==> src/rmat_pkg.sv <==
// Package for the R-MAT edge generator: field widths, register indexes,
// reset values, controller states and the controller/datapath interface.
// No dependencies.
package rmat_pkg;

    // Fixed field widths.
    localparam int WORD_BITS      = 31;
    localparam int TRIAL_BITS     = 48;
    localparam int CFG_DATA_BITS  = 16;
    localparam int CFG_INDEX_BITS = 3;
    localparam int SCALE_REG_BITS = 6;
    localparam int DEGREE_BITS    = 16;
    localparam int VERTEX_BITS    = 32;

    // Register reset values.
    localparam int RST_WEIGHT_A = 57;
    localparam int RST_WEIGHT_B = 19;
    localparam int RST_WEIGHT_C = 19;
    localparam int RST_WEIGHT_D = 5;
    localparam int RST_SCALE    = 8;
    localparam int RST_DEGREE   = 16;

    // Configuration register indexes.
    typedef enum logic [CFG_INDEX_BITS-1:0] {
        CFG_WEIGHT_A   = 3'd0,
        CFG_WEIGHT_B   = 3'd1,
        CFG_WEIGHT_C   = 3'd2,
        CFG_WEIGHT_D   = 3'd3,
        CFG_SCALE      = 3'd4,
        CFG_DEGREE     = 3'd5,
        CFG_DROP_LOOPS = 3'd6,
        CFG_UNDIRECTED = 3'd7
    } t_cfg_index;

    // Result kinds.
    localparam logic KIND_EDGE = 1'b0;
    localparam logic KIND_DONE = 1'b1;

    // Controller states.
    typedef enum logic [2:0] {
        S_IDLE,
        S_DIV,
        S_STEP,
        S_CHECK,
        S_EDGE,
        S_REV,
        S_DONE
    } t_state;

    // Commands from the controller to the datapath.
    typedef struct packed {
        logic start;      // latch the random word and start the remainder
        logic step;       // shift one quadrant bit into the vertex numbers
        logic load_edge;  // load the forward edge into the output register
        logic load_rev;   // load the reversed edge
        logic load_done;  // load the done marker and set the finished flag
    } t_cmd;

    // Status from the datapath to the controller.
    typedef struct packed {
        logic finished;
        logic budget_met;  // completed trials reach the total
        logic div_done;
        logic trial_end;   // the current bit completes a trial
        logic keep_edge;   // the completed edge is not a dropped self-loop
        logic undirected;
        logic out_free;    // the output register can take a result
    } t_stat;

endpackage

==> src/rmat_mod.sv <==
// Bit-serial remainder unit: reduces a random word modulo the weight sum,
// one dividend bit per cycle. Depends on rmat_pkg.
module rmat_mod #(
    parameter int SUM_W = 10
) (
    input  logic                          i_clk,
    input  logic                          i_rst_n,
    input  logic                          i_start,
    input  logic [rmat_pkg::WORD_BITS-1:0] i_word,
    input  logic [SUM_W-1:0]              i_sum,
    output logic                          o_busy,
    output logic [SUM_W-1:0]              o_rem
);
    import rmat_pkg::*;

    localparam int CNT_W = $clog2(WORD_BITS);

    logic               r_busy, n_busy;
    logic [CNT_W-1:0]   r_cnt, n_cnt;
    logic [WORD_BITS-1:0] r_word, n_word;
    logic [SUM_W-1:0]   r_rem, n_rem;
    logic [SUM_W:0]     w_shifted;
    logic [SUM_W:0]     w_diff;

    // One restoring step: bring down the next bit and subtract if it fits.
    assign w_shifted = {r_rem, r_word[WORD_BITS-1]};
    assign w_diff    = w_shifted - {1'b0, i_sum};

    always_comb begin
        n_busy = r_busy;
        n_cnt  = r_cnt;
        n_word = r_word;
        n_rem  = r_rem;
        if (i_start) begin
            n_busy = 1'b1;
            n_cnt  = '0;
            n_word = i_word;
            n_rem  = '0;
        end else if (r_busy) begin
            n_word = r_word << 1;
            n_cnt  = r_cnt + 1'b1;
            if (i_sum == '0) begin
                // A zero weight sum gives a roll of zero.
                n_rem = '0;
            end else if (w_shifted >= {1'b0, i_sum}) begin
                n_rem = w_diff[SUM_W-1:0];
            end else begin
                n_rem = w_shifted[SUM_W-1:0];
            end
            if (r_cnt == CNT_W'(WORD_BITS - 1)) begin
                n_busy = 1'b0;
            end
        end
    end

    always_ff @(posedge i_clk) begin
        if (!i_rst_n) begin
            r_busy <= 1'b0;
        end else begin
            r_busy <= n_busy;
        end
        r_cnt  <= n_cnt;
        r_word <= n_word;
        r_rem  <= n_rem;
    end

    assign o_busy = r_busy;
    assign o_rem  = r_rem;

endmodule

==> src/rmat_ctrl.sv <==
// Controller state machine of the R-MAT edge generator: sequences the
// remainder, the bit step and the emission of results. Depends on rmat_pkg.
module rmat_ctrl (
    input  logic            i_clk,
    input  logic            i_rst_n,
    input  logic            i_in_valid,
    input  rmat_pkg::t_stat i_stat,
    output logic            o_in_ready,
    output rmat_pkg::t_cmd  o_cmd
);
    import rmat_pkg::*;

    t_state r_state, n_state;

    // Next state.
    always_comb begin
        n_state = r_state;
        case (r_state)
            S_IDLE: begin
                if (i_in_valid && !i_stat.finished) begin
                    n_state = i_stat.budget_met ? S_DONE : S_DIV;
                end
            end
            S_DIV: begin
                if (i_stat.div_done) begin
                    n_state = S_STEP;
                end
            end
            S_STEP: begin
                n_state = i_stat.trial_end ? S_CHECK : S_IDLE;
            end
            S_CHECK: begin
                if (i_stat.keep_edge) begin
                    n_state = S_EDGE;
                end else begin
                    n_state = i_stat.budget_met ? S_DONE : S_IDLE;
                end
            end
            S_EDGE: begin
                if (i_stat.out_free) begin
                    if (i_stat.undirected) begin
                        n_state = S_REV;
                    end else begin
                        n_state = i_stat.budget_met ? S_DONE : S_IDLE;
                    end
                end
            end
            S_REV: begin
                if (i_stat.out_free) begin
                    n_state = i_stat.budget_met ? S_DONE : S_IDLE;
                end
            end
            S_DONE: begin
                if (i_stat.out_free) begin
                    n_state = S_IDLE;
                end
            end
            default: begin
                n_state = S_IDLE;
            end
        endcase
    end

    // Commands.
    always_comb begin
        o_in_ready = 1'b0;
        o_cmd      = '0;
        case (r_state)
            S_IDLE: begin
                o_in_ready  = 1'b1;
                o_cmd.start = i_in_valid && !i_stat.finished && !i_stat.budget_met;
            end
            S_STEP: begin
                o_cmd.step = 1'b1;
            end
            S_EDGE: begin
                o_cmd.load_edge = i_stat.out_free;
            end
            S_REV: begin
                o_cmd.load_rev = i_stat.out_free;
            end
            S_DONE: begin
                o_cmd.load_done = i_stat.out_free;
            end
            default: begin
                o_cmd = '0;
            end
        endcase
    end

    always_ff @(posedge i_clk) begin
        if (!i_rst_n) begin
            r_state <= S_IDLE;
        end else begin
            r_state <= n_state;
        end
    end

endmodule

==> src/rmat_dpath.sv <==
// Datapath of the R-MAT edge generator: configuration registers, remainder
// unit, vertex shift registers, trial counter and output register.
// Depends on rmat_pkg and rmat_mod.
module rmat_dpath #(
    parameter int MAX_SCALE   = 32,
    parameter int WEIGHT_BITS = 8
) (
    input  logic                                  i_clk,
    input  logic                                  i_rst_n,
    input  logic                                  i_cfg_valid,
    input  logic [rmat_pkg::CFG_INDEX_BITS-1:0]   i_cfg_index,
    input  logic [rmat_pkg::CFG_DATA_BITS-1:0]    i_cfg_data,
    input  logic [rmat_pkg::WORD_BITS-1:0]        i_word,
    input  logic                                  i_out_ready,
    input  rmat_pkg::t_cmd                        i_cmd,
    output rmat_pkg::t_stat                       o_stat,
    output logic                                  o_out_valid,
    output logic                                  o_out_kind,
    output logic [rmat_pkg::VERTEX_BITS-1:0]      o_out_src,
    output logic [rmat_pkg::VERTEX_BITS-1:0]      o_out_dst,
    output logic                                  o_out_last
);
    import rmat_pkg::*;

    localparam int SUM_W = WEIGHT_BITS + 2;
    localparam int BC_W  = $clog2(MAX_SCALE + 1);

    // Configuration registers.
    logic [WEIGHT_BITS-1:0]    r_weight_a, r_weight_b, r_weight_c, r_weight_d;
    logic [SCALE_REG_BITS-1:0] r_scale;
    logic [DEGREE_BITS-1:0]    r_degree;
    logic                      r_drop_loops, r_undirected;

    // Trial state.
    logic [BC_W-1:0]       r_bit_count;
    logic [MAX_SCALE-1:0]  r_part_src, r_part_dst;
    logic [MAX_SCALE-1:0]  r_edge_src, r_edge_dst;
    logic [TRIAL_BITS-1:0] r_trials;
    logic                  r_finished;

    // Output register.
    logic                   r_out_valid, r_out_kind, r_out_last;
    logic [VERTEX_BITS-1:0] r_out_src, r_out_dst;

    logic [SUM_W-1:0]      w_ta, w_tb, w_tc, w_sum, w_roll;
    logic                  w_div_busy;
    logic [BC_W-1:0]       w_eff_scale, w_bit_next;
    logic [TRIAL_BITS-1:0] w_total;
    logic                  w_src_bit, w_dst_bit, w_trial_end, w_budget_met, w_out_free;
    logic [MAX_SCALE-1:0]  w_new_src, w_new_dst;

    // Configuration writes; unknown indexes cannot occur at this index width.
    always_ff @(posedge i_clk) begin
        if (!i_rst_n) begin
            r_weight_a   <= WEIGHT_BITS'(RST_WEIGHT_A);
            r_weight_b   <= WEIGHT_BITS'(RST_WEIGHT_B);
            r_weight_c   <= WEIGHT_BITS'(RST_WEIGHT_C);
            r_weight_d   <= WEIGHT_BITS'(RST_WEIGHT_D);
            r_scale      <= SCALE_REG_BITS'(RST_SCALE);
            r_degree     <= DEGREE_BITS'(RST_DEGREE);
            r_drop_loops <= 1'b0;
            r_undirected <= 1'b0;
        end else if (i_cfg_valid) begin
            case (t_cfg_index'(i_cfg_index))
                CFG_WEIGHT_A:   r_weight_a   <= i_cfg_data[WEIGHT_BITS-1:0];
                CFG_WEIGHT_B:   r_weight_b   <= i_cfg_data[WEIGHT_BITS-1:0];
                CFG_WEIGHT_C:   r_weight_c   <= i_cfg_data[WEIGHT_BITS-1:0];
                CFG_WEIGHT_D:   r_weight_d   <= i_cfg_data[WEIGHT_BITS-1:0];
                CFG_SCALE:      r_scale      <= i_cfg_data[SCALE_REG_BITS-1:0];
                CFG_DEGREE:     r_degree     <= i_cfg_data[DEGREE_BITS-1:0];
                CFG_DROP_LOOPS: r_drop_loops <= i_cfg_data[0];
                CFG_UNDIRECTED: r_undirected <= i_cfg_data[0];
                default: begin
                end
            endcase
        end
    end

    // Cumulative quadrant thresholds and the weight sum.
    assign w_ta  = SUM_W'(r_weight_a);
    assign w_tb  = w_ta + SUM_W'(r_weight_b);
    assign w_tc  = w_tb + SUM_W'(r_weight_c);
    assign w_sum = w_tc + SUM_W'(r_weight_d);

    rmat_mod #(
        .SUM_W (SUM_W)
    ) u_mod (
        .i_clk   (i_clk),
        .i_rst_n (i_rst_n),
        .i_start (i_cmd.start),
        .i_word  (i_word),
        .i_sum   (w_sum),
        .o_busy  (w_div_busy),
        .o_rem   (w_roll)
    );

    // Effective scale: zero counts as one, values above the maximum clamp.
    always_comb begin
        if (r_scale == '0) begin
            w_eff_scale = BC_W'(1);
        end else if (r_scale > SCALE_REG_BITS'(MAX_SCALE)) begin
            w_eff_scale = BC_W'(MAX_SCALE);
        end else begin
            w_eff_scale = BC_W'(r_scale);
        end
    end

    // Trial budget is the degree times half the vertex count.
    assign w_total      = TRIAL_BITS'(r_degree) << (w_eff_scale - 1'b1);
    assign w_budget_met = r_trials >= w_total;

    // Quadrant choice from the roll.
    always_comb begin
        w_src_bit = 1'b0;
        w_dst_bit = 1'b0;
        if (w_roll >= w_tc) begin
            w_src_bit = 1'b1;
            w_dst_bit = 1'b1;
        end else if (w_roll >= w_tb) begin
            w_src_bit = 1'b1;
        end else if (w_roll >= w_ta) begin
            w_dst_bit = 1'b1;
        end
    end

    assign w_new_src   = (r_part_src << 1) | MAX_SCALE'(w_src_bit);
    assign w_new_dst   = (r_part_dst << 1) | MAX_SCALE'(w_dst_bit);
    assign w_bit_next  = r_bit_count + 1'b1;
    assign w_trial_end = w_bit_next >= w_eff_scale;

    // Trial state update on each bit step.
    always_ff @(posedge i_clk) begin
        if (!i_rst_n) begin
            r_bit_count <= '0;
            r_part_src  <= '0;
            r_part_dst  <= '0;
            r_trials    <= '0;
        end else if (i_cmd.step) begin
            if (w_trial_end) begin
                r_bit_count <= '0;
                r_part_src  <= '0;
                r_part_dst  <= '0;
                r_trials    <= r_trials + 1'b1;
            end else begin
                r_bit_count <= w_bit_next;
                r_part_src  <= w_new_src;
                r_part_dst  <= w_new_dst;
            end
        end
    end

    // The completed edge waits here while its results go out.
    always_ff @(posedge i_clk) begin
        if (i_cmd.step && w_trial_end) begin
            r_edge_src <= w_new_src;
            r_edge_dst <= w_new_dst;
        end
    end

    // Output register: loads when empty or being taken.
    assign w_out_free = !r_out_valid || i_out_ready;

    always_ff @(posedge i_clk) begin
        if (!i_rst_n) begin
            r_out_valid <= 1'b0;
            r_finished  <= 1'b0;
        end else begin
            if (i_cmd.load_edge || i_cmd.load_rev || i_cmd.load_done) begin
                r_out_valid <= 1'b1;
            end else if (i_out_ready) begin
                r_out_valid <= 1'b0;
            end
            if (i_cmd.load_done) begin
                r_finished <= 1'b1;
            end
        end
    end

    always_ff @(posedge i_clk) begin
        if (i_cmd.load_edge) begin
            r_out_kind <= KIND_EDGE;
            r_out_src  <= VERTEX_BITS'(r_edge_src);
            r_out_dst  <= VERTEX_BITS'(r_edge_dst);
            r_out_last <= !r_undirected && !w_budget_met;
        end else if (i_cmd.load_rev) begin
            r_out_kind <= KIND_EDGE;
            r_out_src  <= VERTEX_BITS'(r_edge_dst);
            r_out_dst  <= VERTEX_BITS'(r_edge_src);
            r_out_last <= !w_budget_met;
        end else if (i_cmd.load_done) begin
            r_out_kind <= KIND_DONE;
            r_out_src  <= '0;
            r_out_dst  <= '0;
            r_out_last <= 1'b1;
        end
    end

    // Status to the controller.
    always_comb begin
        o_stat.finished   = r_finished;
        o_stat.budget_met = w_budget_met;
        o_stat.div_done   = !w_div_busy;
        o_stat.trial_end  = w_trial_end;
        o_stat.keep_edge  = !(r_drop_loops && (r_edge_src == r_edge_dst));
        o_stat.undirected = r_undirected;
        o_stat.out_free   = w_out_free;
    end

    assign o_out_valid = r_out_valid;
    assign o_out_kind  = r_out_kind;
    assign o_out_src   = r_out_src;
    assign o_out_dst   = r_out_dst;
    assign o_out_last  = r_out_last;

endmodule

==> src/rmat_edge_generator_unit.sv <==
// Top level of the R-MAT edge generator: joins the controller and the
// datapath. Depends on rmat_pkg, rmat_ctrl and rmat_dpath.
//
// Each input item carries one random word. The word is reduced modulo the
// sum of the four quadrant weights by a bit-serial remainder unit, one bit
// per cycle, and the chosen quadrant shifts one bit into the source and
// destination vertex numbers. An item that does not complete a trial passes
// through acceptance, the remainder unit and the bit step before the next
// item can be accepted. An item that completes a trial adds the loop check
// and the loading of each result (up to three), plus any stalls on the
// output side. An item that arrives when the trial budget is already met
// loads only the done marker; once the done marker is loaded, items are
// accepted and dropped at one per cycle. One output register holds a result
// while the next item is accepted and worked on. Configuration writes are
// accepted in every cycle and take effect at once; write them only while
// idle.
module rmat_edge_generator_unit #(
    parameter int MAX_SCALE   = 32,
    parameter int WEIGHT_BITS = 8
) (
    input  logic        i_clk,
    input  logic        i_rst_n,
    // Input items.
    input  logic        i_s_axis_tvalid,
    output logic        o_s_axis_tready,
    input  logic [31:0] i_s_axis_tdata,   // [30:0] random_word, [31] zero
    // Result items.
    output logic        o_m_axis_tvalid,
    input  logic        i_m_axis_tready,
    output logic [63:0] o_m_axis_tdata,   // [31:0] source_vertex, [63:32] target_vertex
    output logic [0:0]  o_m_axis_tuser,   // [0] kind
    output logic        o_m_axis_tlast,   // last_of_item
    // Configuration writes.
    input  logic                                i_cfg_valid,
    output logic                                o_cfg_ready,
    input  logic [rmat_pkg::CFG_INDEX_BITS-1:0] i_cfg_index,
    input  logic [rmat_pkg::CFG_DATA_BITS-1:0]  i_cfg_data
);
    import rmat_pkg::*;

    t_cmd                   w_cmd;
    t_stat                  w_stat;
    logic                   w_in_ready;
    logic                   w_out_kind;
    logic [VERTEX_BITS-1:0] w_out_src, w_out_dst;

    rmat_ctrl u_ctrl (
        .i_clk      (i_clk),
        .i_rst_n    (i_rst_n),
        .i_in_valid (i_s_axis_tvalid),
        .i_stat     (w_stat),
        .o_in_ready (w_in_ready),
        .o_cmd      (w_cmd)
    );

    rmat_dpath #(
        .MAX_SCALE   (MAX_SCALE),
        .WEIGHT_BITS (WEIGHT_BITS)
    ) u_dpath (
        .i_clk       (i_clk),
        .i_rst_n     (i_rst_n),
        .i_cfg_valid (i_cfg_valid),
        .i_cfg_index (i_cfg_index),
        .i_cfg_data  (i_cfg_data),
        .i_word      (i_s_axis_tdata[WORD_BITS-1:0]),
        .i_out_ready (i_m_axis_tready),
        .i_cmd       (w_cmd),
        .o_stat      (w_stat),
        .o_out_valid (o_m_axis_tvalid),
        .o_out_kind  (w_out_kind),
        .o_out_src   (w_out_src),
        .o_out_dst   (w_out_dst),
        .o_out_last  (o_m_axis_tlast)
    );

    assign o_s_axis_tready   = w_in_ready;
    assign o_m_axis_tdata    = {w_out_dst, w_out_src};
    assign o_m_axis_tuser[0] = w_out_kind;
    assign o_cfg_ready       = 1'b1;

endmodule

==> config.mk <==
export PLATFORM = sky130hd
export DESIGN_NAME = rmat_edge_generator_unit
export DESIGN_NICKNAME = d
export VERILOG_FILES = /design/src/rmat_pkg.sv /design/src/rmat_mod.sv /design/src/rmat_ctrl.sv /design/src/rmat_dpath.sv /design/src/rmat_edge_generator_unit.sv
export SDC_FILE = /design/constraint.sdc
export NUM_CORES = 1
export LEC_CHECK = 0
export BUFFER_PORTS_ARGS = -buffer_cell sky130_fd_sc_hd__buf_2
export CAP_MARGIN = 5
export CORE_MARGIN = 3
export CORE_UTILIZATION = 61
export CTS_BUF_LIST = sky130_fd_sc_hd__clkbuf_8 sky130_fd_sc_hd__clkbuf_16
export DETAILED_ROUTE_END_ITERATION = 8
export GPL_TIMING_DRIVEN = 0
export PLACE_DENSITY = 0.8
export SYNTH_ARGS = -nofsm -noshare
export SYNTH_HDL_FRONTEND = slang
export SYNTH_SLANG_ARGS = --single-unit
==> constraint.sdc <==
create_clock -name i_clk -period 6.9 [get_ports i_clk]
set_input_delay 1.035 -clock i_clk [delete_from_list [all_inputs] [get_ports i_clk]]
set_output_delay 1.035 -clock i_clk [all_outputs]
set_load 0.02 [all_outputs]
### Yosys cells after proc, flatten, opt, wreduce, memory -nomap -nowiden

Index checks and enable logic that the tools add are counted.

| cells by class | value |
|---|---|
| div/mod/pow operators | 0 |
| multipliers | 0 |
| mux-type cells | 44 |
| equality and inequality tests | 20 |
| add/subtract/negate cells | 8 |
| reductions and logical operators | 30 |
| magnitude comparators | 7 |
| bitwise logic cells | 2 |
| shifts and indexed selects | 1 |

Operator list:

| kind | count |
|---|---|
| 32-bit 2-to-1 mux | 5 |
| 31-bit 2-to-1 mux | 4 |
| 32-bit by 1-bit bitwise OR with 32-bit output | 2 |
| 48-bit by 1-bit adder with 48-bit output, second input constant | 1 |
| 48-bit greater-or-equal comparator | 1 |
| 16-bit by 6-bit << shifter with 48-bit output | 1 |
| 32-bit equality test | 1 |
| 3-bit 2-to-1 mux | 9 |
| 3-bit equality test, second input constant | 7 |
| 3-bit one-hot mux with 7 select lines | 1 |
| 10-bit by 8-bit adder with 10-bit output | 2 |
| 10-bit 2-to-1 mux | 2 |
| 1-bit 2-to-1 mux | 19 |
| 6-bit 2-to-1 mux | 3 |
| 2-bit AND reduction | 9 |
| 3-bit by 2-bit equality test with 1-bit output, second input constant | 4 |
| 11-bit by 10-bit greater-or-equal comparator with 1-bit output | 1 |
| 10-bit greater-or-equal comparator | 1 |
| 10-bit by 8-bit greater-or-equal comparator with 1-bit output | 1 |
| 10-bit by 9-bit greater-or-equal comparator with 1-bit output | 1 |
| 10-bit logical NOT | 1 |
| 10-bit subtractor | 1 |
| 8-bit by 8-bit adder with 9-bit output | 1 |
| 2-bit by 1-bit inequality test with 1-bit output, second input constant | 4 |
| 18 further kinds | 30 |

| word-level totals | value |
|---|---|
| logic and storage cells | 137 |
| memories | 0 |
| bits in latches | 0 |
| RAM bits | 0 |
| flip-flop bits (word level) | 354 |
| output and inout port bits | 69 |
| ROM bits | 0 |

### Longest topological paths before layout

Gate-level depths: netlist of the first run.

| depth | value |
|---|---|
| depth after elaboration | 10 |
| mapped depth | 26 |
| gate-level depth less buffers | 25 |

### Cells and area by module

Synthesis of the first run repeated with hierarchy kept, for this count alone.

| second synthesis, totals | value |
|---|---|
| cell total of the unflattened synthesis | 1977 |
| area, all modules | 19453.7 sq um |

By module, submodules not included:

| module | area each (sq um) | cells an instance | times used |
|---|---|---|---|
| rmat_dpath | 16567.1 | 1713 | 1 |
| rmat_mod | 2474.9 | 211 | 1 |
| rmat_ctrl | 400.4 | 51 | 1 |
| rmat_edge_generator_unit | 11.3 | 2 | 1 |

### Worst setup path before layout of the first run

Ideal clock, no wire load.

| path | value |
|---|---|
| kind | reg-to-reg |
| start | reg u_dpath.r_scale[1] |
| end | reg u_dpath.u_mod.r_word[0], enable pin |
| path buffers | 4 |
| arrival | 4.965 ns |
| stages on the path, launching flop included | 22 |
| slack | 1.555 ns |
| period minus slack after synthesis | 5.345 ns |
| cell sequence | dfxtp_1 -> nor4_1 -> nor2_1 -> nor2_1 -> inv_2 -> buf_2 -> ha_1 -> clkbuf_1 -> buf_1 -> mux2i_1 -> a21oi_1 -> mux2i_1 -> nand2_1 -> ha_1 -> a21oi_1 -> nor2_1 -> a211oi_1 -> o21ai_0 -> a211oi_1 -> nand2_1 -> nand2b_1 -> buf_2 |

| on the way | value |
|---|---|
| longest elaborated chain between the ends | 10 |
| elaborated cells between the ends (all ways) | 11 |
| classes of those cells | add/sub (1); order compare (2); shift (1); mux (3); reduce/logical (4) |

Ends and longest elaborated chain:

| what | RTL line | RTL |
|---|---|---|
| start, declared | rmat_dpath.sv:30 | `logic [SCALE_REG_BITS-1:0] r_scale;` |
| start signal, assigned | rmat_dpath.sv:59 | `r_scale <= SCALE_REG_BITS'(RST_SCALE);` |
| start signal, assigned | rmat_dpath.sv:69 | `CFG_SCALE: r_scale <= i_cfg_data[SCALE_REG_BITS-1:0];` |
| 6-bit greater-than comparator | rmat_dpath.sv:101 | `end else if (r_scale > SCALE_REG_BITS'(MAX_SCALE)) begin` |
| 6-bit 2-to-1 mux | rmat_dpath.sv:101 |  |
| 6-bit 2-to-1 mux * | rmat_dpath.sv:99 | `if (r_scale == '0) begin` |
| 6-bit by 1-bit subtractor with 6-bit output * | rmat_dpath.sv:109 | `assign w_total = TRIAL_BITS'(r_degree) << (w_eff_scale - 1'b1);` |
| 16-bit by 6-bit << shifter with 48-bit output * | rmat_dpath.sv:109 |  |
| 48-bit greater-or-equal comparator * | rmat_dpath.sv:110 | `assign w_budget_met = r_trials >= w_total;` |
| 1-bit logical NOT * | rmat_ctrl.sv:71 | `o_cmd.start = i_in_valid && !i_stat.finished && !i_stat.budget_met;` |
| 1-bit logical AND * | rmat_ctrl.sv:71 |  |
| 1-bit 2-to-1 mux * | rmat_ctrl.sv:68 | `case (r_state)` |
| 2-bit nonzero test (no line) * | - |  |
| end signal, assigned | rmat_mod.sv:63 | `r_word <= n_word;` |
| end, declared | rmat_mod.sv:20 | `logic [WORD_BITS-1:0] r_word, n_word;` |

Every way passes the cells marked *; elsewhere a longest branch is shown, timed or not.
A chain may end at the register's enable or synchronous reset.

### Worst setup path after layout of the first run

| path | value |
|---|---|
| start | reg u_dpath.r_scale[1] |
| end | reg u_dpath.u_mod.r_word[8], enable pin |

Same word-level chain as after synthesis.

==> results of run 1 <==
## worst max path at each step
stage,from,end,slack [ns],cells past startpoint
after CTS,u_dpath.r_scale[1],u_dpath.u_mod.r_word[8],0.1,21
after detailed placement,u_dpath.r_scale[1],u_dpath.u_mod.r_word[13],-0.13,21
final,u_dpath.r_scale[1],u_dpath.u_mod.r_word[8],0.54,20
after global placement,u_dpath.r_scale[1],u_dpath.u_mod.r_word[13],-0.07,21
after global routing,u_dpath.r_scale[1],u_dpath.u_mod.r_word[9],-0.01,21
after floorplan,u_dpath.r_scale[1],u_dpath.u_mod.r_word[0],1.55,21
## power groups by stage
stage	Combinational (mW)	Clock (mW)	Sequential, mW
after CTS	1.78	2.05	2.52
after detailed placement	1.76	0	2.56
final	1.81	2.03	2.52
after floorplan	1.33	0	2.55
after global routing	2.00	2.13	2.53
after global placement	1.70	0	2.56
## cell usage in the layout (no fill, tap or decap), types with 6 or more instances in the layout
master	instances
clkbuf_1	63
nand2_1	263
or3_1	10
a21boi_0	105
a21o_1	22
buf_1	16
ha_1	120
xor2_1	52
o21ai_0	49
a21oi_1	74
o31ai_1	11
xnor2_1	42
nor3_1	26
mux2i_1	122
nor2b_1	21
clkbuf_16	40
dfxtp_1	194
inv_1	65
o211ai_1	15
nand4_1	25
mux2_2	30
nor4_1	13
buf_4	6
o32ai_2	10
edfxtp_1	160
nand3_1	107
o21a_1	12
buf_2	128
nand2b_1	36
and3_1	18
and2_1	31
a211oi_1	8
nor2_1	123
clkinv_1	8
## area by class of cell
| class | instances | area [um2] | share of cell area, % |
|---|---|---|---|
| multi-input cells | 1419 | 9750 | 45.4 |
| flip-flops and latches | 354 | 8690 | 40.4 |
| clock buffers | 41 | 1010 | 4.72 |
| repair buffers | 125 | 701 | 3.26 |
| well taps | 396 | 495 | 2.31 |
| plain buffers | 94 | 385 | 1.79 |
| clock inverters | 29 | 229 | 1.07 |
| inverters | 58 | 218 | 1.01 |
## critical path: stages, from the launching register on
cell,delay (ns)
dfxtp_1,0.33
nor4_1,0.29
nor2_1,0.06
nor2_1,0.33
inv_2,0.21
buf_2,0.26
ha_1,0.31
clkbuf_1,0.24
clkbuf_1,0.45
nand2_1,0.13
o21ai_0,0.53
o21a_1,0.25
a21oi_1,0.13
ha_1,0.36
and4_1,0.22
a21oi_1,0.15
o21ai_0,0.28
a211oi_2,0.48
nand2_1,0.27
nand2b_1,0.19
buf_4,0.49
## kinds of logic (layout without fill, tap and decap cells)
kind of cell               count (synthesis)  after routing  synth area share, %
adders and majority gates                124            124                 8.32
buffers and inverters                    152            347                 3.15
muxes                                    152            152                 8.20
xor gates and xnor gates                  94             94                 4.33
AOI/OAI and AO/OA                        353            353                 13.1
DFF                                      354            354                 45.7
and+or+nand+nor                          694            694                 17.2
other                                      1              2               0.0197
## metal layers
metal,routed length (um),GRT usage (%),part of all wire (%),up-vias
met3,2500,3.57,5.5,103
met2,21900,45.1,48,464
met1,19800,35.4,43,6991
met4,1600,9.38,3.5,0
li1,-,-,-,7197
met5,0,0,0,-
## state kept, by name (all words and copies together), names as in the netlist, 10 cells and up
signal                flops
u_dpath.r_trials         48
u_dpath.o_out_dst        32
u_dpath.o_out_src        32
u_dpath.r_edge_dst       32
u_dpath.r_edge_src       32
u_dpath.r_part_dst       31
u_dpath.r_part_src       31
u_dpath.u_mod.r_word     31
u_dpath.r_degree         16
u_dpath.u_mod.o_rem      10
## per-stage QoR
stage               setup slack (ns)  TNS (ns)  utilization, %  power, mW
floorplan                       1.55         0               -       3.88
global placement             -0.0713     -2.39            65.5       4.25
detailed placement            -0.130     -4.81            65.9       4.32
CTS                           0.0998         0            69.9       6.35
global route                 -0.0148    -0.320            70.0       6.67
finish                         0.542         0            70.0       6.36
## repair_timing
action / CTS / global route
hold endpoints to repair: 0 / 0
cloned: 0 / 0
hold buffers: 0 / 0
resized for setup: 1 / 2
buffers inserted: 0 / 3
setup endpoints to repair: 40 / 72
pin swaps: 0 / 1
==> summary.txt, run 1 <==
Run status
  • Status: finished clean

Pwr
  • Sequential power share: 39.6%
  • P_leak: 8.42 nW
  • Power Internal: 4.33 mW
  • Net Switching: 2.03 mW
  • Switching Share: 31.9%
  • Peak supply drop: 0.185 mV
  • Cell Pwr Density: 296 nW/um2
  • Gate power share: 28.5%
  • Power share of the clock group: 31.9%

Yosys
  • Top post-synthesis cells by area: edfxtp_1 (25%), dfxtp_1 (20%), ha_1 (7.9%)
  • EDFF count, synth: 160
  • Synth cell count leaders: nand2_1 (263), dfxtp_1 (194), edfxtp_1 (160)
  • Yosys reg bits: 354
  • Ys flop type: dfxtp_1
  • Synth cell types: 70
  • Post-synthesis async set-or-reset flop share: 0%
  • YS warnings: 0
  • Register area share after synthesis: 45.7%
  • Synth top area share: 25.3%
  • Synthesized area: 19000 um2
  • Count leader, synth: nand2_1
  • Synth area leader: edfxtp_1
  • Synthesized area per cell: 9.88 um2
  • Gate Count Post-Synth: 1924

Timing
  • Pins over their slew limit: 0
  • Finish-stage setup viols: 0
  • Slew margin rel.: 18.9%
  • Period minus WS final: 6.36 ns
  • WHS: 0.425 ns
  • Slew of the pin with the lowest slew margin: 1.21 ns
  • Final Hold Vio Count: 0
  • Fmax: 157 MHz
  • Worst clock skew: 0.0191 ns
  • Fin crit share: 92.1%

Final layout
  • Total Nets Final: 2270
  • Area delta synth->final: 13.0%
  • Layout cells sized above 1: 11.9%
  • Final Non-Filler Cells: 2516
  • Design area: 21500 um2
  • N_diodes: 0
  • Fill cells: 2287

Placed design
  • Inst Count DP: 2443
  • PortBufs: 118
  • RePlAce Congestion: 0.939
  • Post-DP Area: 20200 um2
  • HPWL Detailed: 34.1 mm

Floorplanning
  • Die area: 33300 um2
  • Starting Density: 62.0%
  • Core area: 30700 um2
  • I/O Pins: 125
  • Die width: 183 um
  • DIE HEIGHT: 183 um
  • Rows: 64

Worst setup path
  • CP Max Fanout: 40
  • CP Class: register to register
  • Worst setup EP type: register
  • Worst EP required: 7.06 ns
  • Internal reg-to-reg setup slack: 0.54 ns
  • Worst reg-to-reg path cell count: 20
  • Crit path launch type: register
  • Crit Reg-Reg Endpoint: u_dpath.u_mod.r_word[8]
  • WP data arrival: 6.52 ns
  • FF-to-FF Start: u_dpath.r_scale[1]

Clock network
  • H-Tree Depth: 2
  • Clock root cell: clkbuf_16
  • Clock Sinks: 354
  • Skew-Pair Late Insertion Delay: 0.54 ns
  • Maximum clock path buffer count: 3
  • CTS buffer count: 38
  • CTS tree: done
  • Reg clk slew, reported paths: 0.06 ns

Routing
  • Initial DRC count: 1115
  • ANT nets after route: 0
  • Number of vias per cell: 5.86
  • DR vias: 14.8k
  • Drc violations: 0
  • 1st-pass router iterations: 5
  • Total Wirelength: 45.8 mm
  • Wire per inst: 18.2 um

GRT
  • Largest net degree at the start of global routing: 41
  • Total GRT Usage: 26.7%
  • Remaining Overflow, GRT: 0
  • Global-route wire length before repair: 72.9 mm
  • Initial antenna violation count: 0
  • Vias in the first global route: 14.4k

Job
  • MaxCap Viol Count: 0

Worst hold path
  • Type of the worst min-delay path: register to register
  • Worst Hold Path EP: u_dpath.r_edge_dst[31]
  • HP Start: u_dpath.r_part_dst[30]
  • Hold path depth: 0
Power figures use the tool's default switching activity.
==> inputs of run 2 (changes only) <==
- CORE_UTILIZATION: 61 -> 62
- PLACE_DENSITY: 0.8 -> 0.81
- RECOVER_POWER: not set -> 100
- SYNTH_HIERARCHICAL: not set -> 1
==> summary.txt, run 2 <==
Routing
  • DR vias: 15.8k (+7.1%)
  • Total Wirelength: 50.2 mm (+9.6%)
  • Wire per inst: 19.5 um (+7.1%)
  • 1st-pass router iterations: 5 (unchanged)
  • Initial DRC count: 1116 (+0.090%)
  • Number of vias per cell: 6.14 (+4.7%)
  • ANT nets after route: 0 (unchanged)
  • Drc violations: 0 (unchanged)

Timing
  • WHS: 0.442 ns (+0.0172 ns)
  • Fin crit share: 94.8% (+2.6 points)
  • RSZ-0062 raised after global routing: false
  • Pins over their slew limit: 52 (+52)
  • Period minus WS final: 6.54 ns (+0.183 ns)
  • Setup ws final: 0.359 ns (-0.183 ns)
  • Final Hold Vio Count: 0 (unchanged)
  • Slew of the pin with the lowest slew margin: 2.62 ns (+1.40 ns)
  • Finish-stage setup viols: 0 (unchanged)
  • Worst clock skew: 0.0202 ns (+0.00108 ns)
  • Slew margin rel.: -74.4% (-93 points)
  • Fmax: 153 MHz (-2.8%)

Yosys
  • Count leader, synth: nand2_1
  • Synthesized area: 19500 um2 (+2.3%)
  • Yosys reg bits: 354 (unchanged)
  • Top post-synthesis cells by area: edfxtp_1 (25%), dfxtp_1 (20%), ha_1 (7.7%)
  • Synth cell count leaders: nand2_1 (269), dfxtp_1 (194), edfxtp_1 (160)
  • YS warnings: 6 (+6)
  • Synthesized area per cell: 9.84 um2 (-0.40%)
  • Syn_nets: 2157
  • Synth area leader: edfxtp_1
  • Post-synthesis async set-or-reset flop share: 0% (unchanged)
  • Synth cell types: 88 (+26%)
  • Ys flop type: dfxtp_1
  • EDFF count, synth: 160 (unchanged)
  • Synth top area share: 24.7% (-0.58 points)
  • Gate Count Post-Synth: 1977 (+2.8%)
  • Register area share after synthesis: 44.7% (-1.0 points)

Run status
  • Failing checks: max-capacitance violations, max-slew violations
  • Status: finished, violations left

Clock network
  • H-Tree Depth: 2 (unchanged)
  • Reg clk slew, reported paths: 0.06 ns (about the same)
  • CTS buffer count: 39 (+2.6%)
  • Maximum clock path buffer count: 3 (unchanged)
  • Skew-Pair Late Insertion Delay: 0.54 ns (about the same)
  • CTS tree: done
  • Clock Sinks: 354 (unchanged)
  • Hold_buf cts: 0 (unchanged)
  • Clock root cell: clkbuf_16

Final layout
  • Commonest cells after routing, fill and taps aside: nand2_1 (269), dfxtp_1 (194), clkbuf_1 (160), edfxtp_1 (160), nand3_1 (123)
  • Fill cells: 2298 (+0.48%)
  • Final Non-Filler Cells: 2574 (+2.3%)
  • Most common cell after layout, fill and taps aside: nand2_1
  • Max reg flops: 48 (unchanged)
  • Final Core Density: 71.2% (+1.1 points)
  • Area delta synth->final: 12.5%
  • Total Nets Final: 2327 (+2.5%)
  • Layout cells sized above 1: 10.2% (-1.7 points)
  • Register with the highest flop count: u_dpath/r_trials
  • N_diodes: 0 (unchanged)

Placed design
  • Post-Place Setup Slack: -1.48 ns (-1.35 ns)
  • Inst Count DP: 2495 (+2.1%)
  • PortBufs: 119 (+0.85%)
  • RePlAce Congestion: 0.970 (+3.3%)
  • HPWL Detailed: 37.4 mm (+9.5%)

GRT
  • Vias in the first global route: 15.2k (+6.0%)
  • Initial antenna violation count: 0 (unchanged)
  • Largest net degree at the start of global routing: 52 (+27%)
  • Global-route wire length before repair: 79.3 mm (+8.8%)
  • Total GRT Usage: 29.2% (+2.5 points)
  • Remaining Overflow, GRT: 0 (unchanged)

Worst setup path
  • Worst EP required: 7.17 ns (+0.11 ns)
  • Crit path launch type: register
  • CP Class: register to register
  • WP data arrival: 6.81 ns (+0.29 ns)
  • Worst setup EP type: register
  • CP Max Fanout: 19 (-53%)

Pwr
  • Peak supply drop: 0.194 mV (+4.6%)
  • Cell Pwr Density: 272 nW/um2 (-8.3%)
  • P_leak: 8.16 nW (-3.1%)

Worst hold path
  • Type of the worst min-delay path: register to register

Floorplanning
  • Starting Density: 63.3% (+1.3 points)
  • DIE HEIGHT: 183 um (+0.33%)
  • Die area: 33500 um2 (+0.67%)
  • Die width: 183 um (+0.33%)
  • I/O Pins: 125 (unchanged)
  • Core area: 30700 um2 (+0.26%)
  • Rows: 64 (unchanged)

Job
  • MaxCap Viol Count: 1 (+1)
[run 2: metal layers]
| metal | vias up | track usage, % | wire length (um) |
|---|---|---|---|
| li1 | 7536 | - | - |
| met1 | 7550 | 38.9 | 21600 |
| met2 | 600 | 49.5 | 23700 |
| met3 | 122 | 3.55 | 2990 |
| met4 | 0 | 10.7 | 1890 |
| met5 | - | 0 | 0 |
[run 2: worst paths after layout]
check                              start                      end  slack, ns  cells after the start
setup / recovery      u_dpath/r_scale[1]  u_dpath/u_mod/r_word[9]       0.36                     26
hold / removal    u_dpath/r_part_src[30]   u_dpath/r_edge_src[31]       0.44                      0
setup reg to reg      u_dpath/r_scale[1]  u_dpath/u_mod/r_word[9]       0.36                     26
hold reg to reg   u_dpath/r_part_src[30]   u_dpath/r_edge_src[31]       0.44                      0
[run 2: critical path, cell delays in order (launching register included)]
cell and delay [ns]:
dfxtp_1 0.37, nor4_4 0.32, o21ai_1 0.10, clkbuf_4 0.27
ha_1 0.33, buf_2 0.20, clkbuf_4 0.25, clkbuf_4 0.24
nor3_1 0.06, mux2i_1 0.16, nand4_1 0.25, mux2i_2 0.34
nor2_1 0.07, a21oi_1 0.24, a21oi_1 0.15, ha_1 0.34
nand4_1 0.15, nor2_1 0.07, o221ai_1 0.08, o21ai_0 0.22
a221oi_4 0.51, nand2_1 0.15, buf_4 0.21, nor3b_4 0.29
buf_4 0.27, clkbuf_4 0.26, mux2_1 0.36
[run 2: final cells by class]
class                      instances  area [um2]  share of cell area [%]
timing repair inverter             1        5.00                  0.0229
inverter                          59         225                    1.03
timing repair buffer             129         564                    2.58
multi-input combinational       1450       10100                    46.0
buffer                           113         515                    2.36
clock buffer                      43        1030                    4.71
sequential                       354        8690                    39.7
tap                              396         495                    2.26
clock inverter                    29         292                    1.33
[run 2: cell families (layout without fill, tap and decap cells)]
group / Yosys count / count (layout) / synth area share [%]
and+or+nand+nor: 706 / 706 / 17.7
AOI/OAI and AO/OA: 431 / 431 / 16.1
DFF: 354 / 354 / 44.7
buffers and inverters: 173 / 374 / 3.78
adders and majority gates: 124 / 124 / 8.13
muxes: 95 / 95 / 5.40
xor gates and xnor gates: 92 / 92 / 4.14
other: 2 / 2 / 0.0386
[run 2: where the power goes]
part           leakage [nW]  internal (mW)  total [mW]  switching (mW)
combinational          4.44          0.589        1.41           0.822
clock                 0.684           1.24        2.10           0.858
sequential             3.04           2.33        2.43           0.104
[run 2: per-stage QoR]
step	TNS (ns)	power [mW]	area [um2]
finish	0	5.94	21900
global route	0	6.24	21900
CTS	0	5.94	22000
detailed placement	-94.33	3.84	20600
global placement	-99.26	3.78	20500
floorplan	0	3.50	19500
[run 2: timing repair]
action	4_1_cts	5_1_grt
pin swaps	2	1
cloned	1	0
endpoints found under the setup margin	80	51
resized for setup	13	17
setup buffers	3	4
==> inputs of run 3 (changes only) <==
- REMOVE_ABC_BUFFERS: not set -> 1
- clock period: 6.9 -> 7.45 ns (I/O delays scaled with it)
==> summary.txt, run 3 (synthesis gave the netlist of run 2 again) <==
Routing
  • 1st-pass router iterations: 7 (+2)
  • DR vias: 15.4k (-2.4%)
  • Initial DRC count: 1472 (+32%)
  • Number of vias per cell: 6.24 (+1.6%)
  • ANT nets after route: 0 (unchanged)
  • Total Wirelength: 44.8 mm (-11%)
  • Drc violations: 0 (unchanged)
  • Wire per inst: 18.1 um (-7.0%)

Floorplanning
  • Rows: 64 (unchanged)
  • Core area: 30700 um2 (unchanged)
  • DIE HEIGHT: 183 um (unchanged)
  • Starting Density: 63.3% (unchanged)
  • Die width: 183 um (unchanged)
  • Die area: 33500 um2 (unchanged)
  • I/O Pins: 125 (unchanged)

Pwr
  • Net Switching: 1.59 mW (-11%)
  • Gate power share: 22.8% (-0.9 points)
  • Power Internal: 3.83 mW (-7.9%)
  • Cell Pwr Density: 252 nW/um2 (-7.2%)
  • Switching Share: 29.4% (-0.66 points)
  • Sequential power share: 41.8% (+0.8 points)
  • P_leak: 8.02 nW (-1.8%)
  • Power share of the clock group: 35.5% (+0.2 points)
  • Peak supply drop: 0.218 mV (+13%)

Timing
  • Finish-stage setup viols: 0 (unchanged)
  • Final Hold Vio Count: 0 (unchanged)
  • Pins over their slew limit: 302 (+480%)
  • RSZ-0062 raised after global routing: false
  • Fin crit share: 95.0% (+0.23 points)
  • Period minus WS final: 7.08 ns (+0.539 ns)
  • Slew of the pin with the lowest slew margin: 4.50 ns (+1.88 ns)
  • Fmax: 141 MHz (-7.6%)
  • Worst clock skew: 0.0175 ns (-0.00272 ns)
  • Slew margin rel.: -200% (-130 points)
  • Setup ws final: 0.371 ns (+0.0114 ns)

GRT
  • Vias in the first global route: 14.6k (-4.2%)
  • Global-route wire length before repair: 73.1 mm (-7.8%)
  • Remaining Overflow, GRT: 0 (unchanged)
  • Initial antenna violation count: 0 (unchanged)
  • Largest net degree at the start of global routing: 127 (+140%)
  • Total GRT Usage: 26.1% (-3.1 points)

Final layout
  • Most common cell after layout, fill and taps aside: nand2_1
  • Area delta synth->final: 10.7%
  • Max reg flops: 48 (unchanged)
  • Commonest cells after routing, fill and taps aside: nand2_1 (269), dfxtp_1 (192), edfxtp_1 (160)
  • Final Non-Filler Cells: 2473 (-3.9%)
  • Multi-input logic area: 10100 um2 (-0.17%)
  • FF/Latch Area: 8690 um2 (about the same)
  • Layout cells sized above 1: 10.0% (-0.22 points)
  • Register with the highest flop count: u_dpath/r_trials
  • N_diodes: 0 (unchanged)
  • Total Nets Final: 2228 (-4.3%)
  • Fill cells: 2321 (+1.0%)
  • Final Core Density: 70.0% (-1.1 points)

Job
  • MaxCap Viol Count: 6 (+5)

Worst setup path
  • Worst reg-to-reg path cell count: 20 (-23%)
  • WP data arrival: 7.24 ns (+0.43 ns)
  • Worst EP required: 7.61 ns (+0.44 ns)
  • CP Max Fanout: 23 (+4)
  • Crit Reg-Reg Endpoint: u_dpath/u_mod/r_word[11]
  • Worst setup EP type: register
  • CP Class: register to register
  • Internal reg-to-reg setup slack: 0.37 ns (about the same)
  • FF-to-FF Start: u_dpath/r_scale[3]
  • Crit path launch type: register

Run status
  • Failing checks: max-capacitance violations, max-slew violations
  • Status: finished, violations left

Clock network
  • CTS tree: done
  • Reg clk slew, reported paths: 0.06 ns (about the same)
  • Skew-Pair Late Insertion Delay: 0.54 ns (about the same)
  • CTS buffer count: 37 (-5.1%)
  • Maximum clock path buffer count: 3 (unchanged)
  • Clock root cell: clkbuf_16
  • H-Tree Depth: 2 (unchanged)
  • Hold_buf cts: 0 (unchanged)
  • Clock Sinks: 354 (unchanged)

Placed design
  • PortBufs: 122 (+2.5%)
  • Post-Place Setup Slack: -1.88 ns (-0.397 ns)
  • Inst Count DP: 2400 (-3.8%)
  • HPWL Detailed: 31.0 mm (-17%)
  • RePlAce Congestion: 0.909 (-6.3%)

Worst hold path
  • Worst Hold Path EP: u_dpath/r_edge_dst[31]
  • Type of the worst min-delay path: register to register
  • Hold path depth: 0 (unchanged)
  • HP Start: u_dpath/r_part_dst[30]
## run 3: power groups by stage
stage / clock network (mW) / registers, mW / logic, mW
2_1_floorplan: 0 / 2.27 / 0.921
3_3_place_gp: 0 / 2.30 / 1.15
3_5_place_dp: 0 / 2.30 / 1.21
4_1_cts: 1.96 / 2.26 / 1.23
5_1_grt: 2.04 / 2.28 / 1.38
6_report: 1.92 / 2.27 / 1.23
## run 3: cell type report
| cell class | instances | area share (%) |
|---|---|---|
| Inverter | 59 | 1.05 |
| Multi-Input combinational cell | 1450 | 46.7 |
| Tap cell | 396 | 2.30 |
| Timing Repair inverter | 1 | 0.0349 |
| Clock buffer | 46 | 5.03 |
| Clock inverter | 22 | 1.08 |
| Sequential cell | 354 | 40.4 |
| Timing Repair Buffer | 145 | 3.46 |
## run 3: worst max path at each step
stage                             from                        to  slack (ns)  depth (start not counted)
floorplan           u_dpath/r_scale[2]   u_dpath/u_mod/r_word[0]       -3.18                         20
global placement    u_dpath/r_scale[3]     u_dpath/r_edge_dst[8]       -9.47                          9
detailed placement  u_dpath/r_scale[2]   u_dpath/u_mod/r_word[3]       -1.88                         19
CTS                 u_dpath/r_scale[5]  u_dpath/u_mod/r_word[10]        0.03                         21
global route        u_dpath/r_scale[3]  u_dpath/u_mod/r_word[10]       0.004                         21
finish              u_dpath/r_scale[3]  u_dpath/u_mod/r_word[11]        0.37                         20
## run 3: worst max-delay path: stages, from the launching register on
cell        delay (ns)
dfxtp_1           0.48
nor4_4            0.09
o21ai_2           0.50
ha_4              0.38
inv_1             0.35
mux4_2            0.56
a311oi_1          0.39
a21oi_1           0.13
o21ai_0           0.40
o21ai_0           0.25
ha_1              0.38
nand4_1           0.13
o21ai_0           0.11
o221ai_1          0.18
o21ai_0           0.14
a221oi_1          0.53
nand2_1           0.36
nor3b_4           0.51
nor2_2            0.27
clkinvlp_4        0.13
clkbuf_2          0.42
## run 3: per-stage QoR
stage | hold WS, ns | total power, mW | cell area, um2 | TNS (ns)
global placement | 0.413 | 3.45 | 20000 | -1700.23
finish | 0.442 | 5.42 | 21500 | 0
detailed placement | 0.426 | 3.52 | 20500 | -106.58
global route | 0.455 | 5.70 | 21500 | 0
floorplan | 0.409 | 3.19 | 18900 | -426.77
CTS | 0.442 | 5.45 | 21800 | 0
## run 3: routing by layer
metal	share of wire, %	vias up	global-route usage [%]
li1	-	7338	-
met1	43	7389	35.5
met2	48	615	44.4
met3	6.6	90	3.53
met4	2.2	0	7.13
met5	0	-	0
## run 3: timing repair
| action | in CTS | in global routing |
|---|---|---|
| setup buffers | 1 | 3 |
| pin swaps | 1 | 1 |
| setup endpoints to repair | 81 | 73 |
| resized for setup | 5 | 3 |
| gates cloned | 1 | 0 |
